### src/design/sfp_pkg.sv
// ----------------------------------------------------------------------------
// sfp_pkg: shared types and constants of the STOMP frame parser
// Result item layout, role and error codes, character constants and the
// content-length key spelled out as a lookup function.
// ----------------------------------------------------------------------------
package sfp_pkg;

  localparam int MAX_HEADERS = 16;
  localparam int LENGTH_BITS = 32;
  localparam int HDR_BITS    = $clog2(MAX_HEADERS + 1);
  localparam int KEY_LEN     = 14;
  localparam int TDATA_BITS  = 48;

  localparam logic [LENGTH_BITS-1:0] LEN_MAX   = '1;
  localparam logic [LENGTH_BITS-1:0] LEN_GUARD =
    (LEN_MAX - LENGTH_BITS'(9)) / LENGTH_BITS'(10);

  localparam logic [7:0] CH_NUL   = 8'h00;
  localparam logic [7:0] CH_LF    = 8'h0A;
  localparam logic [7:0] CH_CR    = 8'h0D;
  localparam logic [7:0] CH_COLON = 8'h3A;
  localparam logic [7:0] CH_0     = 8'h30;
  localparam logic [7:0] CH_9     = 8'h39;

  localparam logic [2:0] ROLE_CMD   = 3'd0;
  localparam logic [2:0] ROLE_KEY   = 3'd1;
  localparam logic [2:0] ROLE_VALUE = 3'd2;
  localparam logic [2:0] ROLE_BODY  = 3'd3;
  localparam logic [2:0] ROLE_END   = 3'd4;
  localparam logic [2:0] ROLE_ERR   = 3'd5;

  localparam logic [1:0] ERR_NONE       = 2'd0;
  localparam logic [1:0] ERR_NO_COLON   = 2'd1;
  localparam logic [1:0] ERR_BAD_LENGTH = 2'd2;
  localparam logic [1:0] ERR_NO_NUL     = 2'd3;

  typedef struct packed {
    logic [7:0]  out_byte;
    logic [2:0]  role;
    logic [4:0]  header_index;
    logic [1:0]  error_code;
    logic [31:0] body_length;
    logic        last;
  } res_t;

  // Up to two results caused by one input item; the first is always present.
  typedef struct packed {
    logic two;
    res_t r0;
    res_t r1;
  } pair_t;

  function automatic logic [7:0] name_char(logic [3:0] i);
    logic [7:0] c;
    case (i)
      4'd0:    c = 8'h63; // c
      4'd1:    c = 8'h6F; // o
      4'd2:    c = 8'h6E; // n
      4'd3:    c = 8'h74; // t
      4'd4:    c = 8'h65; // e
      4'd5:    c = 8'h6E; // n
      4'd6:    c = 8'h74; // t
      4'd7:    c = 8'h2D; // -
      4'd8:    c = 8'h6C; // l
      4'd9:    c = 8'h65; // e
      4'd10:   c = 8'h6E; // n
      4'd11:   c = 8'h67; // g
      4'd12:   c = 8'h74; // t
      4'd13:   c = 8'h68; // h
      default: c = 8'h00;
    endcase
    return c;
  endfunction

endpackage

### src/design/sfp_parse_core.sv
// ----------------------------------------------------------------------------
// sfp_parse_core: parser state and per-byte classification
// Holds the frame state and works out, for each accepted byte, the next
// state and the zero, one or two result items it causes.
// ----------------------------------------------------------------------------
module sfp_parse_core (
  input  logic          clk,
  input  logic          rst,
  input  logic          accept,
  input  logic [7:0]    rx_byte,
  output logic          push,
  output sfp_pkg::pair_t pair
);
  import sfp_pkg::*;

  localparam logic [2:0] PH_IDLE     = 3'd0;
  localparam logic [2:0] PH_CMD      = 3'd1;
  localparam logic [2:0] PH_HLINE    = 3'd2;
  localparam logic [2:0] PH_KEY      = 3'd3;
  localparam logic [2:0] PH_VALUE    = 3'd4;
  localparam logic [2:0] PH_BODY_LEN = 3'd5;
  localparam logic [2:0] PH_BODY_NUL = 3'd6;
  localparam logic [2:0] PH_DROP     = 3'd7;

  typedef struct packed {
    logic [2:0]             phase;
    logic                   pending_cr;
    logic [HDR_BITS-1:0]    headers_seen;
    logic [3:0]             key_position;
    logic                   key_may_match;
    logic                   value_is_length;
    logic                   value_empty;
    logic                   length_known;
    logic [LENGTH_BITS-1:0] length_accumulator;
    logic [LENGTH_BITS-1:0] body_counter;
  } st_t;

  typedef struct packed {
    st_t  st;
    logic emit;
    res_t res;
  } step_t;

  localparam st_t ST_RESET = '{
    phase:              PH_IDLE,
    pending_cr:         1'b0,
    headers_seen:       '0,
    key_position:       '0,
    key_may_match:      1'b1,
    value_is_length:    1'b0,
    value_empty:        1'b1,
    length_known:       1'b0,
    length_accumulator: '0,
    body_counter:       '0
  };

  st_t   state;
  st_t   state_next;
  pair_t pair_next;
  logic  any_next;

  function automatic res_t mk(logic [7:0] b, logic [2:0] role, logic [4:0] idx);
    res_t r;
    r              = '0;
    r.out_byte     = b;
    r.role         = role;
    r.header_index = idx;
    return r;
  endfunction

  function automatic step_t raise_error(st_t s, logic [1:0] code, logic [7:0] b);
    step_t r;
    r              = '0;
    r.st           = s;
    r.emit         = 1'b1;
    r.res.role     = ROLE_ERR;
    r.res.error_code = code;
    r.st.pending_cr  = 1'b0;
    r.st.phase       = (b == CH_NUL) ? PH_IDLE : PH_DROP;
    return r;
  endfunction

  function automatic st_t begin_line(st_t s);
    st_t n;
    n               = s;
    n.key_position  = '0;
    n.key_may_match = 1'b1;
    n.phase         = PH_HLINE;
    return n;
  endfunction

  // Content byte of the current line (never LF; a CR only when a held CR is released).
  function automatic step_t line_octet(st_t s, logic [7:0] b);
    step_t r;
    logic  bad;
    r      = '0;
    r.st   = s;
    bad    = 1'b0;
    if (s.phase == PH_CMD) begin
      r.emit = 1'b1;
      r.res  = mk(b, ROLE_CMD, 5'd0);
    end else if (s.phase == PH_HLINE || s.phase == PH_KEY) begin
      r.st.phase = PH_KEY;
      if (b == CH_COLON) begin
        r.st.value_is_length = s.key_may_match && (s.key_position == KEY_LEN) &&
                               !s.length_known && (s.headers_seen < MAX_HEADERS);
        r.st.value_empty        = 1'b1;
        r.st.length_accumulator = '0;
        r.st.phase              = PH_VALUE;
      end else begin
        if (s.key_may_match && (s.key_position < KEY_LEN) &&
            (b == name_char(s.key_position))) begin
          r.st.key_position = s.key_position + 4'd1;
        end else begin
          r.st.key_may_match = 1'b0;
        end
        r.emit = 1'b1;
        r.res  = mk(b, ROLE_KEY, 5'(s.headers_seen));
      end
    end else begin
      r.st.value_empty = 1'b0;
      if (s.value_is_length) begin
        bad = (b < CH_0) || (b > CH_9) || (s.length_accumulator > LEN_GUARD);
        if (bad) begin
          r = raise_error(r.st, ERR_BAD_LENGTH, b);
        end else begin
          r.st.length_accumulator = (s.length_accumulator << 3) +
                                    (s.length_accumulator << 1) +
                                    LENGTH_BITS'(b - CH_0);
        end
      end
      if (!bad) begin
        r.emit = 1'b1;
        r.res  = mk(b, ROLE_VALUE, 5'(s.headers_seen));
      end
    end
    return r;
  endfunction

  // LF that ends the current line.
  function automatic step_t end_line(st_t s, logic [7:0] b);
    step_t r;
    r    = '0;
    r.st = s;
    unique case (s.phase)
      PH_CMD: begin
        r.st = begin_line(s);
      end
      PH_HLINE: begin
        r.st.body_counter = '0;
        r.st.phase        = s.length_known ? PH_BODY_LEN : PH_BODY_NUL;
      end
      PH_KEY: begin
        r = raise_error(s, ERR_NO_COLON, b);
      end
      default: begin
        if (s.value_is_length && s.value_empty) begin
          r = raise_error(s, ERR_BAD_LENGTH, b);
        end else begin
          if (s.value_is_length) begin
            r.st.length_known = 1'b1;
          end
          if (s.headers_seen < MAX_HEADERS) begin
            r.st.headers_seen = s.headers_seen + HDR_BITS'(1);
          end
          r.st = begin_line(r.st);
        end
      end
    endcase
    return r;
  endfunction

  always_comb begin
    st_t   s;
    step_t t;
    logic  skip;
    s         = state;
    pair_next = '0;
    any_next  = 1'b0;
    skip      = 1'b0;
    t         = '0;
    unique case (state.phase)
      PH_IDLE: begin
        if (rx_byte != CH_CR && rx_byte != CH_LF) begin
          s.headers_seen       = '0;
          s.length_known       = 1'b0;
          s.length_accumulator = '0;
          s.value_is_length    = 1'b0;
          s.value_empty        = 1'b1;
          s.body_counter       = '0;
          s.pending_cr         = 1'b0;
          s.phase              = PH_CMD;
          any_next             = 1'b1;
          pair_next.r0         = mk(rx_byte, ROLE_CMD, 5'd0);
        end
      end
      PH_CMD, PH_HLINE, PH_KEY, PH_VALUE: begin
        if (s.pending_cr) begin
          s.pending_cr = 1'b0;
          if (rx_byte != CH_LF) begin
            // Release the held CR as content of the line first.
            t            = line_octet(s, CH_CR);
            s            = t.st;
            any_next     = t.emit;
            pair_next.r0 = t.res;
            if (s.phase == PH_DROP || s.phase == PH_IDLE) begin
              if (rx_byte == CH_NUL) begin
                s.phase = PH_IDLE;
              end
              skip = 1'b1;
            end
          end
        end
        if (!skip) begin
          t = '0;
          if (rx_byte == CH_CR) begin
            s.pending_cr = 1'b1;
          end else if (rx_byte == CH_LF) begin
            t = end_line(s, rx_byte);
            s = t.st;
          end else begin
            t = line_octet(s, rx_byte);
            s = t.st;
          end
          if (t.emit) begin
            if (any_next) begin
              pair_next.two = 1'b1;
              pair_next.r1  = t.res;
            end else begin
              pair_next.r0  = t.res;
            end
            any_next = 1'b1;
          end
        end
      end
      PH_BODY_LEN: begin
        any_next = 1'b1;
        if (s.body_counter < s.length_accumulator) begin
          s.body_counter = s.body_counter + LENGTH_BITS'(1);
          pair_next.r0   = mk(rx_byte, ROLE_BODY, 5'd0);
        end else if (rx_byte == CH_NUL) begin
          pair_next.r0             = mk(CH_NUL, ROLE_END, 5'd0);
          pair_next.r0.body_length = 32'(s.body_counter);
          s.phase                  = PH_IDLE;
        end else begin
          t            = raise_error(s, ERR_NO_NUL, rx_byte);
          s            = t.st;
          pair_next.r0 = t.res;
        end
      end
      PH_BODY_NUL: begin
        any_next = 1'b1;
        if (rx_byte == CH_NUL) begin
          pair_next.r0             = mk(CH_NUL, ROLE_END, 5'd0);
          pair_next.r0.body_length = 32'(s.body_counter);
          s.phase                  = PH_IDLE;
        end else begin
          if (s.body_counter != LEN_MAX) begin
            s.body_counter = s.body_counter + LENGTH_BITS'(1);
          end
          pair_next.r0 = mk(rx_byte, ROLE_BODY, 5'd0);
        end
      end
      default: begin
        if (rx_byte == CH_NUL) begin
          s.phase = PH_IDLE;
        end
      end
    endcase
    if (pair_next.two) begin
      pair_next.r1.last = 1'b1;
    end else begin
      pair_next.r0.last = 1'b1;
    end
    state_next = s;
  end

  assign push = accept && any_next;
  assign pair = pair_next;

  always_ff @(posedge clk) begin
    if (rst) begin
      state <= ST_RESET;
    end else if (accept) begin
      state <= state_next;
    end
  end

endmodule

### src/design/sfp_pair_fifo.sv
// ----------------------------------------------------------------------------
// sfp_pair_fifo: result queue
// Two-entry queue of result pairs; hands the results out one item at a time.
// ----------------------------------------------------------------------------
module sfp_pair_fifo (
  input  logic           clk,
  input  logic           rst,
  input  logic           push,
  input  sfp_pkg::pair_t push_data,
  output logic           full,
  output logic           out_valid,
  input  logic           out_ready,
  output sfp_pkg::res_t  out_data
);
  import sfp_pkg::*;

  pair_t      entries [2];
  logic       wr_ptr;
  logic       rd_ptr;
  logic [1:0] count;
  logic       sel;
  logic       fire;
  logic       pop;
  pair_t      head;

  assign head      = entries[rd_ptr];
  assign full      = (count == 2'd2);
  assign out_valid = (count != 2'd0);
  assign out_data  = sel ? head.r1 : head.r0;
  assign fire      = out_valid && out_ready;
  // Retire the entry once its final result is taken.
  assign pop       = fire && (sel || !head.two);

  always_ff @(posedge clk) begin
    if (push) begin
      entries[wr_ptr] <= push_data;
    end
  end

  always_ff @(posedge clk) begin
    if (rst) begin
      wr_ptr <= 1'b0;
      rd_ptr <= 1'b0;
      count  <= 2'd0;
      sel    <= 1'b0;
    end else begin
      if (push) begin
        wr_ptr <= !wr_ptr;
      end
      if (pop) begin
        rd_ptr <= !rd_ptr;
        sel    <= 1'b0;
      end else if (fire) begin
        sel <= 1'b1;
      end
      case ({push, pop})
        2'b10:   count <= count + 2'd1;
        2'b01:   count <= count - 2'd1;
        default: count <= count;
      endcase
    end
  end

endmodule

### src/design/stomp_frame_parser.sv
// ----------------------------------------------------------------------------
// stomp_frame_parser: STOMP 1.2 frame parser
// Classifies a raw STOMP byte stream into command, header, body, frame-end and error items.
// ----------------------------------------------------------------------------
// Usage:
//   The slave side (s_tvalid/s_tready/s_tdata) takes one raw stream byte per
//   item. The master side returns classified items: the content byte, its
//   role in tuser (command, header key, header value, body, frame end,
//   error), the header number, an error code and, on frame end, the body
//   length. tlast marks the final result item caused by one input byte.
//   Most bytes cause one result; separators, line ends and dropped bytes
//   cause none unless a line end raises an error; a held CR released
//   before the next byte can cause two. A result waits in the queue until
//   the results ahead of it are taken. Throughput: one byte per cycle
//   while the queue has room, set by the combinational state update
//   (content-length multiply-add by ten, body counter compare).
//   Results wait in a two-entry queue of result pairs; s_tready drops only
//   when both entries are full, so a stalled receiver backs up the input
//   after two pending bytes and nothing is lost.
//   Reset (rst, synchronous) empties the queue and returns the parser to
//   idle, skipping CR/LF until the next frame starts.
// ----------------------------------------------------------------------------
module stomp_frame_parser (
  input  logic                           clk,
  input  logic                           rst,
  input  logic                           s_tvalid,
  output logic                           s_tready,
  input  logic [7:0]                     s_tdata,  // [7:0] rx_byte
  output logic                           m_tvalid,
  input  logic                           m_tready,
  // [7:0] out_byte, [12:8] header_index, [14:13] error_code,
  // [46:15] body_length, [47] zero
  output logic [sfp_pkg::TDATA_BITS-1:0] m_tdata,
  output logic [2:0]                     m_tuser,  // [2:0] role
  output logic                           m_tlast   // last
);
  import sfp_pkg::*;

  logic  accept;
  logic  push;
  logic  full;
  pair_t pair;
  res_t  res;

  // Take a byte whenever the queue has room for its results.
  assign s_tready = !full;
  assign accept   = s_tvalid && s_tready;

  sfp_parse_core u_core (
    .clk     (clk),
    .rst     (rst),
    .accept  (accept),
    .rx_byte (s_tdata),
    .push    (push),
    .pair    (pair)
  );

  sfp_pair_fifo u_fifo (
    .clk       (clk),
    .rst       (rst),
    .push      (push),
    .push_data (pair),
    .full      (full),
    .out_valid (m_tvalid),
    .out_ready (m_tready),
    .out_data  (res)
  );

  // Pack the result item onto the master side.
  assign m_tdata = {1'b0, res.body_length, res.error_code, res.header_index, res.out_byte};
  assign m_tuser = res.role;
  assign m_tlast = res.last;

endmodule
### config.mk
export PLATFORM = sky130hd
export DESIGN_NAME = stomp_frame_parser
export DESIGN_NICKNAME = d
export VERILOG_FILES = /design/src/design/sfp_pkg.sv /design/src/design/sfp_parse_core.sv /design/src/design/sfp_pair_fifo.sv /design/src/design/stomp_frame_parser.sv
export SDC_FILE = /design/constraint.sdc
export NUM_CORES = 1
export LEC_CHECK = 0
export BUFFER_PORTS_ARGS = -buffer_cell sky130_fd_sc_hd__buf_2
export CAP_MARGIN = 20
export CORE_UTILIZATION = 60
export DETAILED_ROUTE_END_ITERATION = 10
export PLACE_DENSITY_LB_ADDON = 0.25
export SYNTH_ARGS = -nofsm -noshare
export SYNTH_HDL_FRONTEND = slang
export SYNTH_SLANG_ARGS = --single-unit
### constraint.sdc
create_clock -name clk -period 9.3 [get_ports clk]
set_input_delay 1.86 -clock clk [delete_from_list [all_inputs] [get_ports clk]]
set_output_delay 1.86 -clock clk [all_outputs]
set_load 0.05 [all_outputs]
==> results.json <==
{
  "post_cts_buffers": 0,
  "crit_fanout": 19,
  "utilization": 0.6771,
  "fill_cells": 1765,
  "final_cell_mix": "nor2_1 (157), edfxtp_1 (140), dfxtp_1 (92)",
  "syn_avg_cell_area_um2": 9.997,
  "grt_use_met3": 0.04928,
  "wl_per_cell_um": 19.48,
  "cp.required_ps": 9730,
  "async_reset_ff_frac": 0,
  "die_w_um": 156.9,
  "gp_congestion": 0.9870,
  "hold_viol": 0,
  "rsz0062_at_grt": "no",
  "cts_buffers": 25,
  "critPathMostFrequentCell": "ha_1",
  "cts.hold.buffers_added": 0,
  "clock_path_buffers": 3,
  "layout_commonest_cell": "nor2_1",
  "overflow": 0,
  "antenna_found_initial": 0,
  "firstDrtPassIters": 5,
  "endpoint_kind": "register",
  "synth_cells": 1440,
  "start_kind": "primary input",
  "initial_core_util": 0.6133,
  "cts_resized": 0,
  "hp-class": "register to register",
  "p_per_area_mw_per_mm2": 203.0,
  "areaGrowthSynthToFinish_pct": 10.41,
  "clk_latency_ps": 550,
  "drive_gt1_frac": 0.1119,
  "status": "finished clean",
  "fmax_ghz": 0.1521,
  "grt_usage": 0.2907,
  "seqPwrFrac": 0.405,
  "grt_pass1_vias": 10870,
  "crit_type": "primary input to register",
  "route.detailed.drc": 0,
  "synth_edf_count": 140,
  "fin_nets": 1603,
  "grtUsageMet2": 0.4637,
  "rr_worst_depth": 18,
  "max_slew_margin": 0.2902,
  "crit_chain": "buf_2 -> nor4bb_1 -> a21boi_4 -> nand2_1 -> xnor2_1 -> ha_1 -> a221o_1 -> a311oi_2 -> nand3_2 -> o31ai_1 -> a21oi_1 -> o31ai_4 -> nor2_1 -> inv_1 -> ha_1 -> and3b_1 -> a211oi_1 -> nand3_1",
  "finalWirelength_um": 35450,
  "multi_input_area_mm2": 0.007794,
  "place_ws_ps": 2262,
  "p_int_mw": 2.100,
  "root_buffer": "clkbuf_16",
  "ys.flop_type": "edfxtp_1",
  "cts_max_level": 1,
  "worst-path-buf-inv": 2,
  "first_iter_violations": 1131,
  "static-leakage-power_nw": 6.182,
  "diodes": 0,
  "fin_ws_ps": 2724,
  "synth_area_mm2": 0.01440,
  "timing.rr.start": "u_core.state[79]",
  "setup_violations": 0,
  "switching_share": 0.3491,
  "skew_ps": 23.88,
  "critPathTopFamily": "compound AO/OA/AOI/OAI gates",
  "coreArea_mm2": 0.02347,
  "p_comb_frac": 0.271,
  "yosys_warnings": 0,
  "yosysSeqAreaShare": 0.4228,
  "use_met1": 0.4092,
  "min_period_ps": 6576,
  "fin_setup_tns_ps": 0,
  "switchingPower_mw": 1.126,
  "grt_busiest_layer": "met2",
  "cpMaxStageDelayCell": "nor4bb_1",
  "final_max_slew_viol_count": 0,
  "cts_tree": "yes",
  "clockPowerShare": 0.324,
  "whs_path_depth": 2,
  "yosys.cell_types.count": 88,
  "grt_max_degree": 58,
  "min_to": "u_core.state[63]",
  "portBuffers": 64,
  "synth_seq_cells": 234,
  "vias": 11200,
  "fin_crit_sh": 0.7071,
  "cts_sinks": 234,
  "ir_drop_v": 0.0002386,
  "worstMarginPinSlew_ps": 1050,
  "max_cap_viol_count": 0,
  "cp.arrival_ps": 7000,
  "viasPerCell": 6.153,
  "r2r_slack_ps": 3640,
  "dieArea_mm2": 0.02461,
  "hp-start": "u_core.state[63]",
  "ios": 66,
  "die_y_um": 156.9,
  "register_area_mm2": 0.006091,
  "rows": 56,
  "grt_pass1_wl_um": 56050,
  "cts.clk_slew.worst_paths_ps": 60,
  "ant_nets": 0,
  "cpPeakStageDelay_ps": 930,
  "dp_hpwl_um": 25300
}
-- synth_stat cells (46+ instances only) --
cell type,instances,share of area
xnor2_1,55,0.033
a21oi_1,62,0.022
o21ai_0,62,0.022
and2_1,51,0.022
inv_1,75,0.020
nand2_1,83,0.022
nor3_1,46,0.016
edfxtp_1,140,0.29
clkbuf_1,54,0.014
ha_1,80,0.070
dfxtp_1,94,0.13
nor2_1,160,0.042
-- worst register-to-register path, stage by stage, from the launching register on --
cell and delay, ps:
dfxtp_1 300, buf_4 260, nor2b_1 780, and4_1 490, nand2_1 240, xnor2_1 390
ha_1 370, a221o_1 350, a311oi_2 410, nand3_2 140, o31ai_1 250, a21oi_1 140
o31ai_4 370, nor2_1 150, inv_1 150, ha_1 280, and3b_1 200, a211oi_1 180
nand3_1 100
-- power by group through the flow --
| stage | registers, mW | logic [mW] | clock network [mW] |
|---|---|---|---|
| global placement | 1.33 | 0.850 | 0 |
| floorplan | 1.28 | 0.716 | 0 |
| CTS | 1.31 | 0.863 | 1.06 |
| finish | 1.31 | 0.874 | 1.04 |
| global route | 1.32 | 0.930 | 1.10 |
| detailed placement | 1.34 | 0.858 | 0 |
-- registers in the layout (all words and copies together) (netlist names), named ones only --
register and flops:
u_fifo.count 2, u_fifo.sel 1, u_core.state 81, u_fifo.entries 140
u_fifo.wr_ptr 1, u_fifo.rd_ptr 1
-- per-layer routing --
layer / part of all wire / vias to the layer above
met4: 0.023 / 0
met2: 0.45 / 390
met1: 0.46 / 5404
met3: 0.066 / 59
met5: 0 / -
li1: - / 5346
-- metrics by stage --
step	instances	area, um^2	power [mW]	hold slack, ps
final	1820	15890	3.227	472.3
after floorplan	1446	14420	1.992	425.0
after CTS	1819	15870	3.234	469.3
after detailed placement	1773	14990	2.195	455.5
after global routing	1820	15890	3.346	496.6
after global placement	1773	14990	2.178	439.4
-- worst max path at each step --
| stage | startpoint | endpoint | slack (ps) | cells past startpoint |
|---|---|---|---|---|
| floorplan | s_tdata[4] | u_core.state[61] | 1740 | 17 |
| global placement | s_tdata[3] | register | 2460 | 18 |
| detailed placement | s_tdata[3] | register | 2260 | 17 |
| CTS | s_tdata[3] | register | 2780 | 17 |
| global route | s_tdata[3] | register | 2320 | 20 |
| finish | s_tdata[3] | register | 2720 | 18 |
-- logic make-up after synthesis --
logic type / count (synthesis) / share of synthesized area
buf+inv: 146 / 0.03972
fa+ha+maj: 109 / 0.1099
other cells: 1 / 0.0002605
xor+xnor: 73 / 0.04442
compound gates: 301 / 0.1425
simple gates: 518 / 0.1843
flops: 234 / 0.4228
mux: 58 / 0.05624
-- area by class of cell --
type / instances / share of cell area
inverter: 77 / 0.01818
tap: 319 / 0.02511
sequential: 234 / 0.3832
timing repair buffer: 78 / 0.02802
clock inverter: 10 / 0.009289
multi-input combinational: 1066 / 0.4904
clock buffer: 36 / 0.04582
Power figures use the tool's default switching activity.
